`src/sv/rpn_fifo.sv`:
```
module rpn_fifo #(
	parameter int WIDTH = 35
) (
	input  logic             clk,
	input  logic             arst_n,
	input  logic             wr,
	input  logic [WIDTH-1:0] wdata,
	output logic             full,
	input  logic             rd,
	output logic [WIDTH-1:0] rdata,
	output logic             empty
);

	logic [WIDTH-1:0] buf_q [2];
	logic             wp_q, rp_q;
	logic [1:0]       cnt_q;

	assign full  = cnt_q == 2'd2;
	assign empty = cnt_q == 2'd0;
	assign rdata = buf_q[rp_q];

	always_ff @(posedge clk) begin
		if (wr && !full)
			buf_q[wp_q] <= wdata;
	end

	always_ff @(posedge clk or negedge arst_n) begin
		if (!arst_n) begin
			wp_q  <= 1'b0;
			rp_q  <= 1'b0;
			cnt_q <= 2'd0;
		end else begin
			if (wr && !full)
				wp_q <= ~wp_q;
			if (rd && !empty)
				rp_q <= ~rp_q;
			cnt_q <= cnt_q + 2'((wr && !full) ? 1 : 0) - 2'((rd && !empty) ? 1 : 0);
		end
	end

endmodule

```
`config.mk`:
```
export PLATFORM = sky130hd
export DESIGN_NAME = rpn_fifo
export DESIGN_NICKNAME = d
export VERILOG_FILES = /design/src/sv/rpn_fifo.sv
export SDC_FILE = /design/constraint.sdc
export NUM_CORES = 1
export LEC_CHECK = 0
export ABC_AREA = 1
export BUFFER_PORTS_ARGS = -buffer_cell sky130_fd_sc_hd__clkbuf_2
export CAP_MARGIN = 20
export CORE_MARGIN = 2
export CORE_UTILIZATION = 52
export DETAILED_ROUTE_END_ITERATION = 6
export HOLD_SLACK_MARGIN = 0.03
export PLACE_DENSITY = 0.77
export SYNTH_ARGS = -nofsm -noshare
export SYNTH_HDL_FRONTEND = slang
export SYNTH_SLANG_ARGS = --single-unit
```
`constraint.sdc`:
```
create_clock -name clk -period 2.85 [get_ports clk]
set_clock_uncertainty 0.05 [all_clocks]
set_input_delay 0.4275 -clock clk [delete_from_list [all_inputs] [get_ports clk]]
set_output_delay 0.4275 -clock clk [all_outputs]
set_load 0.02 [all_outputs]
```
==> results of run 1 <==
[routing by layer]
layer | part of all wire, % | global-route usage, % | up-vias
li1 | - | - | 878
met1 | 40 | 18.9 | 786
met2 | 51 | 28.9 | 53
met3 | 6.3 | 6.28 | 8
met4 | 1.9 | 8.60 | 0
met5 | 0 | 0 | -
[repair_timing]
item / in CTS / in global routing
hold endpoints to repair: 4 / 0
setup buffers: 0 / 0
hold buffers: 1 / 0
setup endpoints to repair: 0 / 0
[logic make-up after synthesis]
family	count (synthesis)	synth area share, %
AND/OR/NAND/NOR	122	17.1
adder cells (fa/ha/maj)	2	0.880
buffers and inverters	18	4.53
flip-flops	74	77.5
[through the flow]
stage	cell area [um^2]	utilization, %	worst slack, ns	hold WS [ns]
6_report	3480	66.8	0.590	0.227
5_1_grt	3480	66.8	0.431	0.206
4_1_cts	3480	66.8	0.568	0.212
3_5_place_dp	3280	63.0	0.942	0.195
3_3_place_gp	3280	63.0	0.964	0.198
2_1_floorplan	2840	-	0.337	0.0819
[state kept, by name, summed over array words and instances (netlist names)]
register / flops
buf_q: 70
rp_q: 1
cnt_q: 2
wp_q: 1
[placed cells by master (no fill, tap or decap), drive strengths merged, types with 2 or more instances in the layout]
cell type,Yosys,routed
buf,7,3
clkbuf,0,85
clkinv,0,5
dfrtp,4,4
edfxtp,70,70
ha,2,2
inv,11,11
nand2,118,118
nand3,3,3
[final timing paths]
check                      startpoint           end  cells after the start
setup / recovery                 rp_q     rdata[31]                      4
hold / removal               wdata[3]   buf_q[0][3]                      1
setup reg to reg             cnt_q[1]  buf_q[0][20]                      4
hold reg to reg                  wp_q          wp_q                      2
max in group asynchronous      arst_n          wp_q                      2
min in group asynchronous      arst_n      cnt_q[1]                      2
[power by group through the flow]
| stage | registers, mW | clock network (mW) | logic (mW) |
|---|---|---|---|
| global placement | 1.60 | 0 | 1.37 |
| CTS | 1.59 | 0.768 | 1.39 |
| detailed placement | 1.61 | 0 | 1.39 |
| floorplan | 1.57 | 0 | 1.02 |
| finish | 1.58 | 0.756 | 1.37 |
| global route | 1.61 | 0.810 | 1.52 |
[area by class of cell]
class | instances | area (um^2)
multi-input combinational | 124 | 519
timing repair buffer | 79 | 433
clock inverter | 6 | 57.6
fill | 394 | 1730
clock buffer | 10 | 128
inverter | 11 | 48.8
tap | 70 | 87.6
sequential | 74 | 2200
==> summary.txt, run 1 <==
CTS tree: yes
flop2flop setup slack: 1.13 ns
post-route ant nets: 0
#FFs+latches synth: 74
Net Sw Frac: 38.3%
initial DRC count: 74
vias in the first global route: 1727
Final nets: 340
Final period util: 79.3%
vias per inst: 4.61
full die area: 6070 um^2
critical path type: reg -> out
GRT Residual Overflow: 0
row count: 26
TritonCTS Buffers: 9
Post-synth EDFFs: 70
Largest stage delay, worst path: 0.69 ns
Clock Tree Buf Depth: 2
count leader, synth: nand2_1
syn avg cell area: 13.2 um^2
largest net degree at the start of global routing: 37
min Tclk post-route: 2.26 ns
placeable core area: 5200 um^2
Clock transition at path regs: 0.07 ns
residual DRC count: 0
switching power: 1.42 mW
initial antenna violation count: 0
status: finished, final reports clean
top cells by count, synth: nand2_1, edfxtp_1, inv_1, nand2_2
Hold Vio Cnt, Final: 0
Yosys cell types: 12
Hold WC Path Type: in -> reg
post-synth top area share: 73.9%
WL/cell: 12.7 um
layout cells sized above 1: 34.2%
crit-path most repeated cell: nand2_1
Slew headroom: 55.8%
Pwr Total: 3.71 mW
global placer's final weighted congestion: 0.740
RSZ-0062 raised after global routing: false
Syn. warnings: 0
clock sinks: 74
initial core utilization: 54.6%
Max H-tree Level: 3
total negative setup slack: 0 ns
Layout area overhead: 22.3%
max-slew violation count: 0
Max VDD drop: 524 uV
Sequential Power Share: 42.7%
delay-heaviest family, CP: flip-flops
total power density per cell area: 1070 nW/um^2
first-pass GRT wire length: 7580 um
Max Cap Viol: 0
Startpoint Class: register
CTS root buffer: clkbuf_8
DRT Pass-1 Iters: 4
number of buffers and inverters on the critical path: 2
Synthesized Nets: 257
Final Setup Violations: 0
WL final: 4760 um
Setup crit end kind: primary output
Synth Flop Type: edfxtp_1
Critical Path RT: 2.37 ns
Max FO, Critical Path: 24
dominant cell type by area after synthesis: edfxtp_1
Post-synth ARST share: 5.41%
crit-path cells: buf_4 -> nand2_1 -> nand2_1 -> clkbuf_2
Max stage delay cell, worst path: dfrtp_1
Antenna diodes: 0
Fmax: 0.442 GHz
placed cells: 357
gr usage total: 17.1%
clk_lat worst skew: 0.33 ns
number of port buffers: 75
Die H: 77.9 um
HPWL after DPL: 3150 um
Die W: 77.9 um
Mapped Area: 2840 um^2
clock power share: 20.4%
CP arrival: 1.78 ns
post-cts resize count: 0
synth top area cells: edfxtp_1, nand2_1, dfrtp_1
LEAKAGE: 1.57 nW
Synth Instances: 216
io pins: 76
Worst Tran Pin Value: 0.662 ns
combinational share of power: 36.9%
internal power: 2.29 mW
Non-Filler Instances: 374
post-synthesis sequential area ratio: 77.5%
vias post-DR: 1725
No activity file was read; power rests on OpenSTA's default activity.
==> inputs of run 2 (changes only) <==
- CORE_UTILIZATION: 52 -> 47
- PLACE_DENSITY: 0.77 -> 0.73
- clock period: 2.85 -> 2 ns (I/O delays scaled with it)
==> run 2 against run 1 <==
Worst setup slack got worse by 0.40 ns. Global-route usage decreased by 1.8 points. Combinational power increased by 43%. Die area increased by 10%. Wire length decreased by 1.3%. Clock power increased by 79%. Flip-flop and latch count unchanged. Total power increased by 49%. Hold slack got worse by 0.13 ns. Utilization decreased by 6.8 points. Critical path depth unchanged. Critical endpoint is now rdata[25].
==> summary.txt, run 2 (synthesis results as in run 1) <==
DRT Pass-1 Iters: 4
Hold Vio Cnt, Final: 0
Fillers: 484
full die area: 6690 um^2
vias per inst: 4.55
Max VDD drop: 1080 uV
RSZ-0062 raised after global routing: false
vias in the first global route: 1669
Final WS setup: 0.186 ns
initial core utilization: 48.3%
clk_lat worst skew: 0.33 ns
Setup Slack @ Placement: 0.443 ns
Final period util: 90.7%
global placer's final weighted congestion: 0.671
status: finished, final reports clean
Largest stage delay, worst path: 0.46 ns
io pins: 76
HPWL after DPL: 3010 um
WL final: 4700 um
max-slew violation count: 0
Max stage delay cell, worst path: dfrtp_1
Max Cap Viol: 0
Die H: 81.8 um
register area: 2200 um^2
TritonCTS Buffers: 9
largest net degree at the start of global routing: 37
Die W: 81.8 um
layout cells sized above 1: 35.0%
Largest register FFs: 70
CTS tree: yes
Post-CTS Setup Inserts: 0
most frequent cells in the layout: nand2_1, clkbuf_2, edfxtp_1
most flop-heavy register: buf_q
Fmax: 0.551 GHz
Final Setup Violations: 0
Startpoint Class: register
Clock Tree Buf Depth: 2
area of the multi-input gates: 519 um^2
number of port buffers: 75
CP arrival: 1.46 ns
CTS root buffer: clkbuf_8
Hold WC Path Type: in -> reg
placeable core area: 5890 um^2
total power density per cell area: 1570 nW/um^2
crit-path cells: buf_6 -> nand2_1 -> nand2_1 -> clkbuf_2
row count: 28
post-route ant nets: 0
total negative setup slack: 0 ns
hold slack: 0.0988 ns
initial antenna violation count: 0
start point of the critical path: rp_q
Layout area overhead: 24.2%
WL/cell: 12.3 um
LEAKAGE: 1.60 nW
vias post-DR: 1735
Slew headroom: 77.8%
Largest regs: buf_q (70), cnt_q (2)
most common cell after layout, fill and taps aside: nand2_1
first-pass GRT wire length: 7110 um
Final nets: 342
gr usage total: 15.2%
crit-path most repeated cell: nand2_1
Max FO, Critical Path: 36
Clock transition at path regs: 0.07 ns
min Tclk post-route: 1.81 ns
hold_sp: wdata[27]
residual DRC count: 0
launch point of the worst reg-to-reg path: cnt_q[1]
initial DRC count: 106
Setup crit end kind: primary output
clock sinks: 74
Max H-tree Level: 3
Critical Path RT: 1.65 ns
critical path type: reg -> out
Worst Tran Pin Value: 0.333 ns
Antenna diodes: 0
GRT Residual Overflow: 0
-- run 2: cell count changes in the layout (fill, tap and decap cells not counted) --
cell,before,now
buf_12,2,0
buf_4,1,4
buf_6,0,1
bufinv_16,1,3
clkbuf_1,1,0
clkinv_2,3,1
inv_6,0,1
-- run 2: critical path, delay by kind of cell, from the launching register on --
kind,cells,cell delay [ns]
buf+inv,2,0.47
flops,1,0.46
simple gates,2,0.19
-- run 2: layer usage --
| layer | track usage, % | vias to the layer above | wire length, um |
|---|---|---|---|
| met5 | 0 | - | 0 |
| met4 | 7.50 | 0 | 123 |
| met3 | 6.26 | 12 | 326 |
| met2 | 27.0 | 52 | 2430 |
| met1 | 15.3 | 783 | 1810 |
| li1 | - | 888 | - |
-- run 2: power breakdown --
part           switching [mW]  internal, mW  leakage (nW)
Sequential              0.108          2.12         0.699
Combinational            1.39         0.569         0.780
Clock                   0.524         0.828         0.121
-- run 2: area by class of cell --
type / instances / area share [%]
multi-input combinational: 124 / 14.7
tap: 75 / 2.66
inverter: 11 / 1.38
clock inverter: 7 / 3.30
sequential: 74 / 62.4
clock buffer: 9 / 3.51
timing repair buffer: 81 / 12.1
-- run 2: metrics by stage --
step                util [%]  total power, mW  area, um^2  cells
finish                  60.0             5.53        3530    381
CTS                     59.9             5.59        3530    381
global placement        55.7             4.21        3280    364
global route            60.0             5.89        3530    381
floorplan                  -             3.69        2850    216
detailed placement      55.7             4.25        3280    364
-- run 2: final timing paths --
| check | end | slack (ns) | depth (start not counted) |
|---|---|---|---|
| max in group asynchronous | cnt_q[1] | 1.48 | 2 |
| setup / recovery | rdata[25] | 0.19 | 4 |
| setup reg to reg | cnt_q[1] | 0.52 | 10 |
| hold / removal | buf_q[1][27] | 0.1 | 1 |
| hold reg to reg | wp_q | 0.44 | 2 |
| min in group asynchronous | cnt_q[0] | 0.29 | 2 |
-- run 2: what timing repair did --
action,4_1_cts,5_1_grt
hold buffers,1,0
hold endpoints to repair,4,0
resized for setup,0,1
setup endpoints to repair,0,2
